### config.mk
export PLATFORM = sky130hd
export DESIGN_NAME = bkt_search_step
export DESIGN_NICKNAME = d
export VERILOG_FILES = /design/src/sv/bkt_pkg.sv /design/src/sv/bkt_search_step.sv
export SDC_FILE = /design/constraint.sdc
export NUM_CORES = 1
export LEC_CHECK = 0
export ABC_AREA = 0
export CORE_ASPECT_RATIO = 0.5
export CORE_UTILIZATION = 35
export CTS_CLUSTER_SIZE = 24
export DETAILED_ROUTE_END_ITERATION = 10
export DONT_BUFFER_PORTS = 1
export GPL_TIMING_DRIVEN = 0
export PLACE_DENSITY = 0.55
export SETUP_SLACK_MARGIN = 0.3
export SLEW_MARGIN = 20
export SYNTH_ARGS = -nofsm -noshare
export SYNTH_HDL_FRONTEND = slang
export SYNTH_SLANG_ARGS = --single-unit
export TNS_END_PERCENT = 30
### constraint.sdc
create_clock -name clk -period 3.6 [get_ports clk]
set_input_delay 0.36 -clock clk [delete_from_list [all_inputs] [get_ports clk]]
set_output_delay 0.36 -clock clk [all_outputs]
set_load 0.02 [all_outputs]
### src/sv/bkt_pkg.sv
// shared types and constants for the bucketizer core
package bkt_pkg;

  localparam int MAX_B  = 64;                  // table depth
  localparam int VW     = 32;                  // boundary and sample width
  localparam int SLOT_W = $clog2(MAX_B);       // table slot index width
  localparam int CNT_W  = $clog2(MAX_B + 1);   // bucket and count width
  localparam int STEPS  = $clog2(MAX_B) + 1;   // halving steps for a full table

  typedef enum logic {
    CMD_LOAD     = 1'b0,
    CMD_CLASSIFY = 1'b1
  } cmd_t;

  // request travelling along the cell row
  typedef struct packed {
    logic              vld;
    cmd_t              cmd;
    logic [SLOT_W-1:0] slot;
    logic [VW-1:0]     value;   // order key: sign bit flipped
    logic [MAX_B-1:0]  hits;    // per slot: key at or above boundary
  } tok_t;

  // search state handed between halving steps
  typedef struct packed {
    logic             vld;
    logic [MAX_B-1:0] hits;
    logic [CNT_W-1:0] bucket;
    logic [CNT_W-1:0] count;
  } srch_t;

endpackage

### src/sv/bkt_search_step.sv
// one halving step of the upper-bound search over the hit vector
module bkt_search_step (
  input  logic            clk,
  input  logic            rst_n,
  input  logic            en,
  input  bkt_pkg::srch_t  srch_i,
  output bkt_pkg::srch_t  srch_o
);

  bkt_pkg::srch_t srch_r;
  bkt_pkg::srch_t srch_nxt;

  always_comb begin
    logic [bkt_pkg::CNT_W-1:0] half;
    logic [bkt_pkg::CNT_W-1:0] probe;
    half  = srch_i.count >> 1;
    probe = srch_i.bucket + half;
    srch_nxt = srch_i;
    if (srch_i.count != '0) begin
      if (srch_i.hits[probe[bkt_pkg::SLOT_W-1:0]]) begin
        srch_nxt.bucket = probe + bkt_pkg::CNT_W'(1);
        srch_nxt.count  = srch_i.count - half - bkt_pkg::CNT_W'(1);
      end else begin
        srch_nxt.count  = half;
      end
    end
  end

  always_ff @(posedge clk) begin
    if (!rst_n) begin
      srch_r.vld <= 1'b0;
    end else if (en) begin
      srch_r <= srch_nxt;
    end
  end

  assign srch_o = srch_r;

endmodule

== Word-level counts from Yosys, hierarchy flattened ==
Index checks and enable logic that the tools add are counted.
Operators by class
  add/sub/neg operators: 4
  magnitude comparators: 1
  mux-type cells: 5
  reductions and logical operators: 2
Operator list (count)
  two-way mux 14 bit: 1
  two-way mux 7 bit: 2
  adder 7 x 1 -> 7 bit (second input constant): 1
  adder 7 x 6 -> 7 bit: 1
  < comparator 6 x 7 -> 1 bit (second input constant): 1
  nonzero test 7 bit: 1
  subtractor 7 x 1 -> 7 bit (second input constant): 1
  subtractor 7 x 6 -> 7 bit: 1
  binary-select mux 1 bit (select 6 bit): 1
  AND reduction 2 bit: 1
  two-way mux 1 bit: 1
Storage, ports and cells
  input bits: 82
  output and inout bits: 79
  register bits after elaboration: 79
  word-level logic and storage cells: 16

== Depth between registers and ports, before layout ==
Gate-level depths: netlist (run 1).
  depth after elaboration: 5
  depth in mapped cells: 12
  depth with buffers taken out: 10

== Worst setup path after synthesis (run 1) ==
Ideal clock, no wire load.
  path type: input port to flip-flop
  start: input port srch_i[1] in the netlist's numbering
  end: register srch_r (netlist bit srch_o[11]) (data pin)
  slack: 298 ps
  buffers on the path: 1
  data arrival time: 3042 ps
  stages: 11
  data required time: 3340 ps
  setup time: 260 ps
  cells stage by stage: ha_1 inv_1 fa_1 buf_4 inv_4 mux4_1 mux2_2 o211ai_2 a31oi_4 o21ai_4 mux2_4
RTL lines
  from (decl): line bkt_search_step.sv:6  | input bkt_pkg::srch_t srch_i,
  to (signal assigned): line bkt_search_step.sv:33  | srch_r <= srch_nxt;
  to (decl): line bkt_search_step.sv:10  | bkt_pkg::srch_t srch_r;

==> impl_metrics.toml, run 1 <==
[die]
die_h_um = 76.5
io_pins = 161
start_util_pct = 37.0
core_mm2 = 0.0105
fp.dieW_um = 151
dieArea_mm2 = 0.0116
row_count = 26

[timing]
fin_crit_sh_pct = 89.6
drv_slew = 0
rsz0062_at_grt = "yes"
setup_viol = 0
worst-slew-pin-transition_ps = 783
max_clock_freq_mhz = 310
skew_ps = 0
fin_crit_ps = 3220
relSlewSlack_pct = 47.4
hold_viol_final = 0

[clock_tree]
tritoncts = "built"
clk_pin_slew_ps = 60
clk_latency_ps = 340
cts.sinks = 79
cts.path.max_buffers = 2
cts-root-buf = "clkbuf_16"
cts_made_buffers = 9
postCtsHoldBufs = 0
htreeDepth = 3

[synthesis]
synth_nets = 339
syn_area_per_cell_um2 = 16.3
synth_top_area_share_pct = 60.3
yosysWarnings = 0
synth_top_cells_by_area = "edfxtp_1, mux4_2, ha_1"
yosys.cell_types.count = 49
ys_seq_area_share_pct = 60.8
yosysTopAreaCell = "edfxtp_1"
synth_most_common_cell = "edfxtp_1"
synth_cells = 239
synth_edf_count = 78
synth_common_cells = "edfxtp_1, ha_1, inv_1, mux2i_1, mux4_2"
synthArstFlopShare_pct = 0
synth_seq_cells = 79
syn_area_mm2 = 0.00389
synthFlopType = "edfxtp_1"

[outcome]
status = "finished, final reports clean"

[drt]
drt-total-wl_mm = 8.47
drt.antenna.violating_nets = 0
vias = 2090
drc = 0
drtPass1Iterations = 5
wl_per_cell_um = 21.1
detailedRoute.firstIterationViolations = 132
viasPerCell = 5.20

[setup_path]
cp_top_family = "multiplexers"
crit_fanout = 9
max_stage_delay_ps = 570
worstPathArrival_ps = 3320
cp_cell_sequence = "ha_1 > inv_1 > fa_1 > buf_4 > inv_4 > mux4_1 > mux2_2 > o211ai_2 > a31oi_4 > o21ai_4 > buf_4 > mux2_4"
crit_path_start_kind = "primary input"
crit_path_end_kind = "register"
timing.critical_path.mode_cell = "buf_4"
worstSetupPathType = "primary input to register"
cp_slowest_cell = "mux4_1"
cp_num_buf_inv = 4
cp.required_ps = 3690

[finish]
largest_register_ff_count = 79
area_growth_pct = 14.3
final_area_mm2 = 0.00444
layout-drive-gt1-share_pct = 20.6
final_net_count = 357
n_fill_cell = 977
post-route-util_pct = 42.3
n_antenna_cell = 0

[global_route]
grt_pass1_vias = 2238
grtUsageTotal_pct = 15.4
grt.overflow.total = 0
grt_pass1_wl_mm = 12.9
grt_max_degree = 41
grt_antenna_before_repair = 0

[power]
power_density_mw_per_mm2 = 592
peakVddDrop_uv = 234
p_leak_nw = 1.60

[placement]
postPlaceCellArea_mm2 = 0.00409
dpl.hpwl_mm = 6.39
numPortBuffers = 0
place.gp.congestion = 0.794

[min_path]
worstHoldPathType = "primary input to register"

[flow_run]
max-cap-violations = 0
worst register-to-register path, cell delays in order (launching register included):
cell	delay (ps)
dfxtp_1	450
mux2i_1	110
nor2b_1	100
path summary, 6_finish.rpt:
check / start / endpoint / slack, ps / depth (start not counted)
max: srch_i[1] / srch_o[10] / 380 / 12
min: srch_i[23] / srch_o[23] / 110 / 0
max reg2reg: srch_o[78] / srch_o[78] / 2880 / 2
min reg2reg: srch_o[78] / srch_o[78] / 630 / 2
repair_timing:
action                                  in CTS  in global routing
endpoints found under the setup margin       6                  6
buffers inserted                             3                  3
gates resized for setup                      2                  4
pin swaps                                    1                  1
kinds of logic after synthesis:
| kind of cell | synth area share (%) |
|---|---|
| flip-flops | 60.8 |
| AO/OA/AOI/OAI | 7.40 |
| multiplexers | 15.2 |
| AND/OR/NAND/NOR | 4.99 |
| buffers and inverters | 2.57 |
| adder cells (fa/ha/maj) | 6.18 |
| XOR/XNOR | 2.90 |
per-stage QoR:
stage | hold WS [ps] | TNS (ps) | setup slack, ps | power (W) | cells
3_3_place_gp | 459 | -1410 | -258 | 0.00175 | 379
3_5_place_dp | 459 | -962 | -196 | 0.00175 | 380
5_1_grt | 93.2 | 0 | 290 | 0.00275 | 402
4_1_cts | 101 | 0 | 295 | 0.00264 | 399
2_1_floorplan | 459 | 0 | 311 | 0.00164 | 239
6_report | 110 | 0 | 375 | 0.00263 | 402
final cells by class:
cell class	count	area [µm²]	area share (%)
buffer	6	48.8	1.10
clock buffer	12	246	5.55
clock inverter	4	30.0	0.676
inverter	15	58.8	1.32
multi-input combinational	139	1460	32.8
sequential	79	2360	53.2
tap	140	175	3.94
timing repair buffer	7	65.1	1.46
routing by layer:
metal  GRT usage (%)  vias to the layer above  wire length (µm)
met5               0                        -                 0
met4            5.90                        0               147
met3            6.95                       12               658
met2            23.8                       64              4100
met1            18.9                     1034              3570
li1                -                      980                 -
placed cells by master (no fill, tap or decap), drive strengths merged, types with 8 or more instances in the layout:
master,instances
a21oi,8
buf,12
clkbuf,13
edfxtp,78
ha,16
inv,17
mux2i,14
mux4,15
nand2,9
nor2,9
xnor2,9
power by group:
group	total, W	switching [W]	internal (W)
clock network	0.000856	0.000366	0.000490
logic	0.000536	0.000266	0.000270
registers	0.00124	0.000120	0.00112
total	0.00263	0.000752	0.00188
Note: power is estimated with default switching activity, not from simulation.
==> run 2: changes to the inputs <==
--- a/config.mk
+++ b/config.mk
@@ -8,10 +8,12 @@
 export ABC_AREA = 0
 export CORE_ASPECT_RATIO = 0.5
 export CORE_UTILIZATION = 35
+export CTS_CLUSTER_DIAMETER = 120
 export CTS_CLUSTER_SIZE = 24
 export DETAILED_ROUTE_END_ITERATION = 10
 export DONT_BUFFER_PORTS = 1
 export GPL_TIMING_DRIVEN = 0
+export MAX_ROUTING_LAYER = met4
 export PLACE_DENSITY = 0.55
 export SETUP_SLACK_MARGIN = 0.3
 export SLEW_MARGIN = 20
==> constraint.sdc (replaced) <==
create_clock -name clk -period 3.6 [get_ports clk]
set_input_delay 0.36 -clock clk [delete_from_list [all_inputs] [get_ports clk]]
set_output_delay 0.36 -clock clk [all_outputs]
set_load 0.1 [all_outputs]
==> run 2 against run 1 <==
Effect of this change: first-iteration DRC count fell by 3.8%; power rose by 22%; final cell count rose by 0.25%; die area did not move; non-clock buffer count rose by 1; worst setup slack improved by 31 ps; count of clock-buffer cells in the layout fell by 2.
==> impl_metrics.toml, run 2 (synthesized netlist as in run 1, its figures left out) <==
[finish]
area_growth_pct = 15.9
n_fill_cell = 939
layoutNonFillerInstCount = 403
final_net_count = 358
layout-drive-gt1-share_pct = 21.3
largest_register_ff_count = 79
final_cell_mix = "edfxtp_1, ha_1, inv_1"
n_antenna_cell = 0
post-route-util_pct = 42.9
final_common_cell = "edfxtp_1"

[power]
peakVddDrop_uv = 222
p_leak_nw = 1.64
power_density_mw_per_mm2 = 710
p_total_w = 0.00320

[setup_path]
cp_slowest_cell = "mux4_1"
crit_fanout = 7
cp_num_buf_inv = 4
cp_cell_sequence = "ha_1 > inv_1 > fa_1 > buf_4 > inv_6 > mux4_1 > mux2_2 > o211ai_2 > a31oi_4 > o21ai_4 > buf_12 > mux2_4"
crit_path_end_kind = "register"
crit_path_start_kind = "primary input"
max_stage_delay_ps = 570
crit_cells = 12
worstPathArrival_ps = 3280
worstSetupPathType = "primary input to register"
r2r_slack_ps = 2290
reg2reg_from = "srch_o[78]"
r2r-end = "srch_o[78]"
setup.worst_path.start = "srch_i[1]"
cp_top_family = "multiplexers"
ff2ff_path_depth = 2
cp-endpoint = "srch_o[11]"
cp.required_ps = 3690

[timing]
relSlewSlack_pct = 35.3
max_clock_freq_mhz = 313
hold_viol_final = 0
rsz0062_at_grt = "no"
worst-slew-pin-transition_ps = 968
drv_slew = 0
tns_ps = 0
skew_ps = 0
holdWs_ps = 112
fin_crit_ps = 3190
setup_viol = 0
fin_crit_sh_pct = 88.7

[global_route]
grt_pass1_vias = 2195
grt_pass1_wl_mm = 12.8
grtUsageTotal_pct = 16.0
grt.overflow.total = 0
grt_max_degree = 41
grt_antenna_before_repair = 0

[clock_tree]
clk_latency_ps = 340
cts-root-buf = "clkbuf_16"
htreeDepth = 3
postCtsHoldBufs = 0
clk_pin_slew_ps = 60
cts_made_buffers = 9
cts.path.max_buffers = 2
tritoncts = "built"
cts.sinks = 79

[die]
core_mm2 = 0.0105
die_h_um = 76.5
dieArea_mm2 = 0.0116
io_pins = 161
fp.dieW_um = 151
start_util_pct = 37.0
row_count = 26

[drt]
drt.antenna.violating_nets = 0
drt-total-wl_mm = 8.58
viasPerCell = 5.24
wl_per_cell_um = 21.3
drtPass1Iterations = 4
drc = 0
vias = 2113
detailedRoute.firstIterationViolations = 127

[placement]
dpl.hpwl_mm = 6.37
numPortBuffers = 0
placed_cells = 380
place.gp.congestion = 0.814

[outcome]
status = "finished, final reports clean"

[flow_run]
max-cap-violations = 0

[min_path]
worstHoldPathType = "primary input to register"
run 2: power breakdown:
group / total (W) / leakage, nW / switching (W) / internal [W]
combinational: 0.000566 / 0.745 / 0.000275 / 0.000292
sequential: 0.00168 / 0.738 / 0.000560 / 0.00112
clock: 0.000955 / 0.157 / 0.000386 / 0.000569
total: 0.00320 / 1.64 / 0.00122 / 0.00198
run 2: metal layers:
metal  global-route usage, %  vias up  wire [µm]
met5                       -        -          0
met4                    4.80        0         84
met2                    24.2       75       4200
met1                    19.3     1042       3590
met3                    6.95       11        701
li1                        -      985          -
run 2: per-stage QoR:
| stage | setup slack (ps) | cell area [µm²] |
|---|---|---|
| after global routing | 292 | 4510 |
| after CTS | 321 | 4450 |
| final | 406 | 4510 |
| after detailed placement | -251 | 4090 |
| after floorplan | 311 | 3890 |
| after global placement | -260 | 4060 |
run 2: worst min path at each step:
stage,start,to,slack [ps],cells after the start
after floorplan,srch_i[14],srch_o[14],460,0
after global placement,srch_i[64],srch_o[64],460,0
after detailed placement,srch_i[35],srch_o[35],460,0
after CTS,srch_i[18],srch_o[18],100,0
after global routing,srch_i[14],srch_o[14],90,0
final,srch_i[28],srch_o[28],110,0
run 2: layout make-up:
type | instances | area (µm²) | share of cell area [%]
plain buffers | 6 | 53.8 | 1.19
flip-flops and latches | 79 | 2360 | 52.4
well taps | 140 | 175 | 3.89
clock buffers | 10 | 239 | 5.30
multi-input cells | 139 | 1450 | 32.3
clock inverters | 6 | 75.1 | 1.67
inverters | 15 | 61.3 | 1.36
repair buffers | 8 | 85.1 | 1.89
run 2: timing repair:
action                                  4_1_cts  5_1_grt
pin swaps                                     1        3
gates resized for setup                       3        5
endpoints found under the setup margin        8        8
setup buffers                                 3        4
