--- src/sv/bkt_pkg.sv ---
// shared types and constants for the bucketizer core
package bkt_pkg;

  localparam int MAX_B  = 64;                  // table depth
  localparam int VW     = 32;                  // boundary and sample width
  localparam int SLOT_W = $clog2(MAX_B);       // table slot index width
  localparam int CNT_W  = $clog2(MAX_B + 1);   // bucket and count width
  localparam int STEPS  = $clog2(MAX_B) + 1;   // halving steps for a full table

  typedef enum logic {
    CMD_LOAD     = 1'b0,
    CMD_CLASSIFY = 1'b1
  } cmd_t;

  // request travelling along the cell row
  typedef struct packed {
    logic              vld;
    cmd_t              cmd;
    logic [SLOT_W-1:0] slot;
    logic [VW-1:0]     value;   // order key: sign bit flipped
    logic [MAX_B-1:0]  hits;    // per slot: key at or above boundary
  } tok_t;

  // search state handed between halving steps
  typedef struct packed {
    logic             vld;
    logic [MAX_B-1:0] hits;
    logic [CNT_W-1:0] bucket;
    logic [CNT_W-1:0] count;
  } srch_t;

endpackage

--- src/sv/bkt_cell.sv ---
// one table cell: holds a boundary and marks passing samples against it
module bkt_cell (
  input  logic                      clk,
  input  logic                      rst_n,
  input  logic                      en,
  input  logic [bkt_pkg::SLOT_W-1:0] cell_idx,
  input  bkt_pkg::tok_t             tok_i,
  output bkt_pkg::tok_t             tok_o
);

  logic [bkt_pkg::VW-1:0] bound_r;
  bkt_pkg::tok_t          tok_r;
  bkt_pkg::tok_t          tok_nxt;

  always_comb begin
    tok_nxt = tok_i;
    if (tok_i.vld && tok_i.cmd == bkt_pkg::CMD_CLASSIFY) begin
      tok_nxt.hits[cell_idx] = (tok_i.value >= bound_r);
    end
  end

  always_ff @(posedge clk) begin
    if (!rst_n) begin
      tok_r.vld <= 1'b0;
    end else if (en) begin
      tok_r <= tok_nxt;
    end
  end

  // load lands when it reaches its own slot, so order with samples holds
  always_ff @(posedge clk) begin
    if (en && tok_i.vld && tok_i.cmd == bkt_pkg::CMD_LOAD && tok_i.slot == cell_idx) begin
      bound_r <= tok_i.value;
    end
  end

  assign tok_o = tok_r;

endmodule

--- config.mk ---
export PLATFORM = sky130hd
export DESIGN_NAME = bkt_cell
export DESIGN_NICKNAME = d
export VERILOG_FILES = /design/src/sv/bkt_pkg.sv /design/src/sv/bkt_cell.sv
export SDC_FILE = /design/constraint.sdc
export NUM_CORES = 1
export LEC_CHECK = 0
export ABC_AREA = 1
export BUFFER_PORTS_ARGS = -buffer_cell sky130_fd_sc_hd__buf_4
export CORE_AREA = 2 2 125 127
export DETAILED_ROUTE_END_ITERATION = 10
export DIE_AREA = 0 0 127 129
export GPL_TIMING_DRIVEN = 0
export PLACE_DENSITY = 0.82
export SLEW_MARGIN = 15
export SYNTH_ARGS = -nofsm -noshare
export SYNTH_HDL_FRONTEND = slang
export SYNTH_SLANG_ARGS = --single-unit
--- constraint.sdc ---
create_clock -name clk -period 4.42 [get_ports clk]
set_input_delay 0.663 -clock clk [delete_from_list [all_inputs] [get_ports clk]]
set_output_delay 0.663 -clock clk [all_outputs]
set_load 0.01 [all_outputs]
**Word level (Yosys, flattened, before mapping)**

Cells that the tools add are included.

- $lt $le $gt $ge: 3
- Equality and inequality tests: 1
- Muxes and demuxes: 4
- Bitwise logic cells: 1
- Reduce and logical (&&, ||, !) cells: 6

Operator list:

| kind | number |
|---|---|
| 64-bit bitwise mux | 1 |
| 64-bit two-way mux | 1 |
| 32-bit >= comparator | 1 |
| 6-bit by 7-bit < comparator with 1-bit output (second input constant) | 1 |
| 1-bit demux with 6-bit select | 1 |
| 6-bit equality test | 1 |
| 6-bit by 1-bit >= comparator with 1-bit output (second input constant) | 1 |
| 1-bit logical AND | 5 |
| 2-bit AND reduction | 1 |
| 1-bit two-way mux | 1 |
| 1-bit inverter | 1 |

- Bits in registers: 136
- Input bits: 113
- Output and inout port bits: 104
- Logic and storage cells: 21

**Logic depth before layout (Yosys ltp)**

Gate-level depths: netlist of run 1.

- Depth after elaboration: 6
- Gate-level depth with buffers: 16
- Gate-level depth less buffers: 15

**Worst setup path after synthesis of run 1**

Ideal clock, no wire load.

- Kind: in2reg
- Start: input cell_idx[4] (netlist name)
- End: register bound_r[0] (netlist name) (enable)
- Setup time: 0.502 ns
- Arrival time: 4.254 ns
- Required time: 3.918 ns
- Setup slack: -0.335 ns
- Stages on the path: 4
- Path through: inv_1 > o22ai_1 > or2_2 > nor4_1

- Longest elaborated chain between the ends: 2

RTL lines:

| item | RTL line | text |
|---|---|---|
| start: declaration | bkt_cell.sv:6 | `input logic [bkt_pkg::SLOT_W-1:0] cell_idx,` |
| 6-bit equality test | bkt_cell.sv:32 | `if (en && tok_i.vld && tok_i.cmd == bkt_pkg::CMD_LOAD && tok_i.slot == cell_idx) begin` |
| 1-bit logical AND | bkt_cell.sv:32 |  |
| end signal: assignment | bkt_cell.sv:33 | `bound_r <= tok_i.value;` |
| end: declaration | bkt_cell.sv:11 | `logic [bkt_pkg::VW-1:0] bound_r;` |

No other way between the ends.
A chain may end at the register's enable or synchronous reset.

==> results.sh, run 1 <==
export IMPL_status="complete, no violations"
export IMPL_antenna_left=0
export IMPL_drive_gt1_share_pct=34.1
export IMPL_cts_buffer_depth=2
export IMPL_antenna_found_initial=0
export IMPL_first_iter_violations=281
export IMPL_post_route_drc_count=0
export IMPL_cts_made_buffers=17
export IMPL_cp_cell_sequence="inv_1, ha_1, a21oi_1, o21ai_1, nand2_1, nand2_1, nor2_4, buf_4, nand3_1, nand2_1, inv_1"
export IMPL_grt_overflow=0
export IMPL_fin_util_pct=62.4
export IMPL_slew_headroom_pct=49.5
export IMPL_post_cts_buffers=0
export IMPL_setup_violations=0
export IMPL_syn_inst=667
export IMPL_whs_ns=0.436
export IMPL_core_um2=15000
export IMPL_diodes=0
export IMPL_clockRootBuffer="clkbuf_16"
export IMPL_htree_levels=4
export IMPL_cts_sinks=136
export IMPL_synthFlopType="edfxtp_1"
export IMPL_post_place_cells=1074
export IMPL_ff2ff_setup_slack_ns=2.29
export IMPL_skew_ns=0.00923
export IMPL_drv_slew=0
export IMPL_synth_top_cell_area_share_pct=59.4
export IMPL_fmax_mhz=469
export IMPL_dieArea_um2=16400
export IMPL_tritoncts="built"
export IMPL_synth_seq_area_share_pct=59.7
export IMPL_worstPathMaxFanout=10
export IMPL_hold_viol=0
export IMPL_place_worst_setup_slack_ns=1.80
export IMPL_max_stage_delay_ns=0.38
export IMPL_cts_resized=0
export IMPL_cpMaxStageDelayCell="edfxtp_1"
export IMPL_drv_cap=0
export IMPL_grt_pass1_vias=5283
export IMPL_die_width_um=127
export IMPL_drt_vias_per_instance=4.89
export IMPL_grt_start_max_net_pins=56
export IMPL_clk_pin_slew_ns=0.06
export IMPL_wire_per_inst_um=16.0
export IMPL_wirelength_um=17700
export IMPL_yosys_warnings=0
export IMPL_dr_pass1_iters=4
export IMPL_avgSynthCellArea_um2=10.2
export IMPL_dr_wl_met3_um=1560
export IMPL_wl_met2_um=8870
export IMPL_wl_met1_um=6770
export IMPL_cpMostUsedCell="nand2_1"
export IMPL_synth_area_leader_cell="edfxtp_1"
export IMPL_grt_setup_unrepaired="false"
export IMPL_required_ns=4.60
export IMPL_setup_ws_ns=2.29
export IMPL_die_y_um=129
export IMPL_num_rows=45
export IMPL_min_period_ns=2.13
export IMPL_tightest_slew_ns=0.751
export IMPL_p_leak_nw=4.29
export IMPL_cp_start_kind="flop"
export IMPL_io_buffers=216
export IMPL_ios=217
export IMPL_cp_arrival_ns=2.31
export IMPL_fin_crit_sh_pct=48.3
export IMPL_ys_top_cells_by_area="edfxtp_1 59%, inv_1 6.6%, nand2_1 6.1%"
export IMPL_clk_latency_ns=0.42
export IMPL_power_density_nw_per_um2=360
export IMPL_dp_final_hpwl_um=13000
export IMPL_highest_layer="met4"
export IMPL_synth_edf_count=135
export IMPL_n_fill_cell=1235
export IMPL_synth_nets=812
export IMPL_cts_hold_repair_buffers=0
export IMPL_vdd_ir_drop_max_v=0.000370
export IMPL_vias=5406
export IMPL_nets=1050
export IMPL_area_growth_pct=37.1
export IMPL_globalRouteTotalUtil_pct=21.7
export IMPL_synth_seq_cells=136
export IMPL_hold_path_class="in2reg"
export IMPL_setup_worst_path_end_class="flop"
export IMPL_syn_area_um2=6820
export IMPL_ys_types=29
export IMPL_worst_setup_path_type="reg2reg"
export IMPL_power_mw=3.36
export IMPL_place_congestion=0.791
export IMPL_grt_pass1_wl_um=26800
export IMPL_final_cell_count_no_fill=1106
export IMPL_async_flop_share_pct=0
export IMPL_start_util_pct=45.5
## area by class of cell
class / instances / area (µm²) / share of cell area [%]
buffer: 12 / 113 / 1.20
clock buffer: 18 / 429 / 4.59
clock inverter: 14 / 171 / 1.83
inverter: 123 / 467 / 4.99
multi-input combinational: 396 / 2190 / 23.4
sequential: 136 / 4070 / 43.6
tap: 188 / 235 / 2.52
timing repair buffer: 219 / 1680 / 17.9
## per-stage QoR
stage | setup TNS (ns) | instance area (µm²)
after floorplan | 0 | 6830
after global placement | -5.68 | 8680
after detailed placement | 0 | 8750
after CTS | 0 | 9350
after global routing | 0 | 9350
final | 0 | 9350
## routing by layer
layer | global-route usage, % | vias up
met3 | 7.07 | 40
met4 | 10.4 | 0
met5 | 0 | -
met1 | 24.3 | 2505
li1 | - | 2658
met2 | 37.8 | 203
## worst paths after layout
path                                         startpoint                      end  cells after the start
worst max-delay path              bound_r[25]$_DFFE_PP_      tok_o[61]$_DFFE_PP_                     11
worst min register to register  tok_o[103]$_SDFFE_PN0P_  tok_o[103]$_SDFFE_PN0P_                      2
worst min-delay path                          tok_i[94]    bound_r[30]$_DFFE_PP_                      1
worst max register to register    bound_r[25]$_DFFE_PP_      tok_o[61]$_DFFE_PP_                     11
## kinds of logic after synthesis
group           Yosys count  share of synthesized area (%)
fa+ha+maj                32                           5.87
flops                   136                           59.7
compound gates           27                           2.26
buf+inv                 135                           8.42
simple gates            337                           23.7
## worst max-delay path, delay by kind of cell, from the launching register on
family                   cells  cell delay, ns
buffers and inverters        3            0.37
AND/OR/NAND/NOR              5            0.66
flip-flops                   1            0.38
adder cells (fa/ha/maj)      1            0.23
AO/OA/AOI/OAI                2            0.25
## Yosys cell counts (2+ instances only)
master / number
edfxtp_1: 135
inv_1: 119
nand2_1: 110
nor2_1: 71
nand3_1: 69
or2_1: 35
ha_1: 32
or2_2: 30
a21oi_1: 16
nor3_2: 7
buf_4: 6
buf_6: 6
inv_2: 4
nand2_2: 4
nand4_1: 4
o22ai_1: 3
nor3_1: 2
o21a_1: 2
o21ai_0: 2
## power by group
part / total, mW / internal [mW] / switching, mW
Clock: 1.46 / 0.890 / 0.568
Combinational: 0.390 / 0.196 / 0.194
Sequential: 1.51 / 1.49 / 0.0186
Total: 3.36 / 2.58 / 0.781
## registers in the layout (all words and copies together) (netlist names)
register,count
bound_r,32
tok_o,104
## cell usage in the layout, fill, tap and decap left out, types with 2 or more instances in the layout
cell	count
edfxtp_1	135
buf_6	7
inv_2	4
clkinv_4	3
nand2_2	4
clkbuf_16	17
nand3_1	69
a21oi_1	16
or2_1	35
ha_1	32
o22ai_1	3
nor3_1	2
nor3_2	7
nand2_1	110
inv_6	4
or2_2	30
bufinv_16	3
o21ai_0	2
nor2_1	71
nand4_1	4
inv_1	118
clkinv_2	2
o21a_1	2
clkinvlp_4	2
buf_4	222
Power figures use the tool's default switching activity.
==> run 2, diff against run 1 <==
==> constraint.sdc (replaced) <==
create_clock -name clk -period 1.7 [get_ports clk]
set_input_delay 0.255 -clock clk [delete_from_list [all_inputs] [get_ports clk]]
set_output_delay 0.255 -clock clk [all_outputs]
set_load 0.01 [all_outputs]
==> run 2 against run 1 <==
Against the previous run: the flow now finishes with violations (setup timing); critical path depth up 4; register-to-register slack worse by 2.6 ns; cell area up 5.4%; clock skew up 0.0016 ns; flip-flop and latch count unchanged; global-route usage rose by 0.37 points; non-clock buffer count increased by 11; utilization up 3.4 points; sequential share of layout area fell by 2.2 points; critical endpoint is now tok_o[13]$_DFFE_PP_; largest cell class unchanged.
==> results.sh, run 2 (synthesis results as in run 1) <==
export IMPL_status="complete, but fails checks"
export IMPL_violations="setup timing"
export IMPL_grt_pass1_vias=5410
export IMPL_cpMostUsedCell="nand2_1"
export IMPL_place_worst_setup_slack_ns=-0.513
export IMPL_whs_ns=0.0436
export IMPL_dr_pass1_iters=5
export IMPL_drv_slew=0
export IMPL_wire_per_inst_um=16.4
export IMPL_setup_ws_ns=-0.329
export IMPL_num_rows=45
export IMPL_dieArea_um2=16400
export IMPL_clk_latency_ns=0.41
export IMPL_cts_made_buffers=17
export IMPL_clk_pin_slew_ns=0.06
export IMPL_grt_pass1_wl_um=27700
export IMPL_setup_violations=64
export IMPL_fin_crit_sh_pct=119
export IMPL_drv_cap=0
export IMPL_cts_sinks=136
export IMPL_fin_area_um2=9850
export IMPL_skew_ns=0.0108
export IMPL_area_growth_pct=44.5
export IMPL_tns_ns=-17.83
export IMPL_max_stage_delay_ns=0.39
export IMPL_power_density_nw_per_um2=852
export IMPL_tritoncts="built"
export IMPL_cts_buffer_depth=2
export IMPL_required_ns=1.87
export IMPL_antenna_found_initial=0
export IMPL_clockRootBuffer="clkbuf_16"
export IMPL_die_y_um=129
export IMPL_cpMaxStageDelayCell="edfxtp_1"
export IMPL_grt_start_max_net_pins=40
export IMPL_setup_worst_path_end_class="flop"
export IMPL_rr_worst_depth=15
export IMPL_first_iter_violations=230
export IMPL_final_common_cell="buf_4"
export IMPL_tightest_slew_ns=0.430
export IMPL_worstPathMaxFanout=10
export IMPL_globalRouteTotalUtil_pct=22.1
export IMPL_post_route_drc_count=0
export IMPL_ios=217
export IMPL_reg2reg_from="bound_r[7]$_DFFE_PP_"
export IMPL_cp_start_kind="flop"
export IMPL_drive_gt1_share_pct=42.2
export IMPL_nets=1062
export IMPL_worst_setup_path_type="reg2reg"
export IMPL_fmax_mhz=493
export IMPL_cp_arrival_ns=2.20
export IMPL_worstHoldStart="tok_i[101]"
export IMPL_ff2ff_setup_slack_ns=-0.33
export IMPL_whs_path_depth=1
export IMPL_largest_reg_flops=104
export IMPL_dp_final_hpwl_um=13300
export IMPL_p_leak_nw=4.35
export IMPL_wirelength_um=18300
export IMPL_cp_cell_sequence="inv_2, ha_4, nand2_2, inv_2, nand2_1, nand2_1, nor2_1, nand2_1, nand2_2, nand2_4, nand2_8, buf_8, nand3_2, nand2_1, inv_1"
export IMPL_hold_viol=0
export IMPL_grt_setup_unrepaired="true"
export IMPL_slew_headroom_pct=71.2
export IMPL_min_delay_worst_endpoint="tok_o[101]$_DFFE_PP_"
export IMPL_antenna_left=0
export IMPL_diodes=0
export IMPL_vias=5541
export IMPL_die_width_um=127
export IMPL_drt_vias_per_instance=4.96
export IMPL_hold_path_class="in2reg"
export IMPL_final_cell_mix="221 x buf_4, 135 x edfxtp_1, 111 x inv_1, 103 x nand2_1, 69 x nor2_1"
export IMPL_fin_util_pct=65.8
export IMPL_min_period_ns=2.03
export IMPL_vdd_ir_drop_max_v=0.000621
export IMPL_place_congestion=0.803
export IMPL_grt_overflow=0
export IMPL_htree_levels=4
export IMPL_io_buffers=216
export IMPL_reg2reg_to="tok_o[13]$_DFFE_PP_"
export IMPL_start_util_pct=45.5
export IMPL_core_um2=15000
export IMPL_placed_cell_area_um2=9080
run 2: cell types whose count changed in the layout (fill, tap and decap cells not counted), moves of 4 or more:
cell,change
buf_8,+4
buf_12,+5
nand3_2,+47
nand2_2,+5
nand2_1,-7
a21oi_2,+5
a21oi_1,-5
inv_2,+5
inv_1,-7
nand3_1,-47
run 2: metrics by stage:
| stage | instances | power [mW] |
|---|---|---|
| 6_report | 1118 | 8.39 |
| 5_1_grt | 1118 | 8.71 |
| 4_1_cts | 1114 | 8.46 |
| 3_5_place_dp | 1077 | 5.06 |
| 3_3_place_gp | 1071 | 5.03 |
| 2_1_floorplan | 667 | 4.46 |
run 2: timing repair:
item | CTS | global route
pin swaps | 2 | 8
hold buffers | 0 | 0
gates cloned | 2 | 1
resized for setup | 20 | 9
setup buffers | 3 | 3
setup endpoints to repair | 73 | 73
run 2: layout make-up:
cell class                      count  area, µm²
Buffer                             12        163
Clock buffer                       19        433
Clock inverter                     13        104
Fill cell                        1176       5120
Inverter                          123        472
Multi-Input combinational cell    397       2550
Sequential cell                   136       4070
Tap cell                          188        235
Timing Repair Buffer              230       1830
run 2: worst max-delay path by stage:
stage                               startpoint                   end  slack [ns]  cells after the start
after floorplan                    cell_idx[4]  bound_r[0]$_DFFE_PP_       -0.52                      4
after global placement                   rst_n   tok_o[87]$_DFFE_PP_       -1.42                      3
after detailed placement             tok_i[87]   tok_o[42]$_DFFE_PP_       -0.51                     10
after CTS                 bound_r[7]$_DFFE_PP_    tok_o[4]$_DFFE_PP_       -0.29                     15
after global routing      bound_r[6]$_DFFE_PP_   tok_o[44]$_DFFE_PP_       -0.44                     15
final                     bound_r[7]$_DFFE_PP_   tok_o[13]$_DFFE_PP_       -0.33                     15
run 2: power breakdown:
part,internal (mW),switching [mW]
clock network,1.99,1.37
registers,3.89,0.0501
logic,0.550,0.543
total,6.43,1.96
run 2: critical path, delay by kind of cell, from the launching register on:
kind	cells	cell delay [ns]
adders and majority gates	1	0.20
buffers and inverters	4	0.33
DFF	1	0.39
and+or+nand+nor	10	0.86
run 2: layer usage:
layer	share of wire [%]	up-vias	routed length (µm)	GRT usage [%]
met5	0	-	0	0
met4	1.3	0	243	6.14
met3	9.0	18	1660	7.82
met2	51	225	9330	39.0
met1	39	2610	7120	25.7
li1	-	2688	-	-
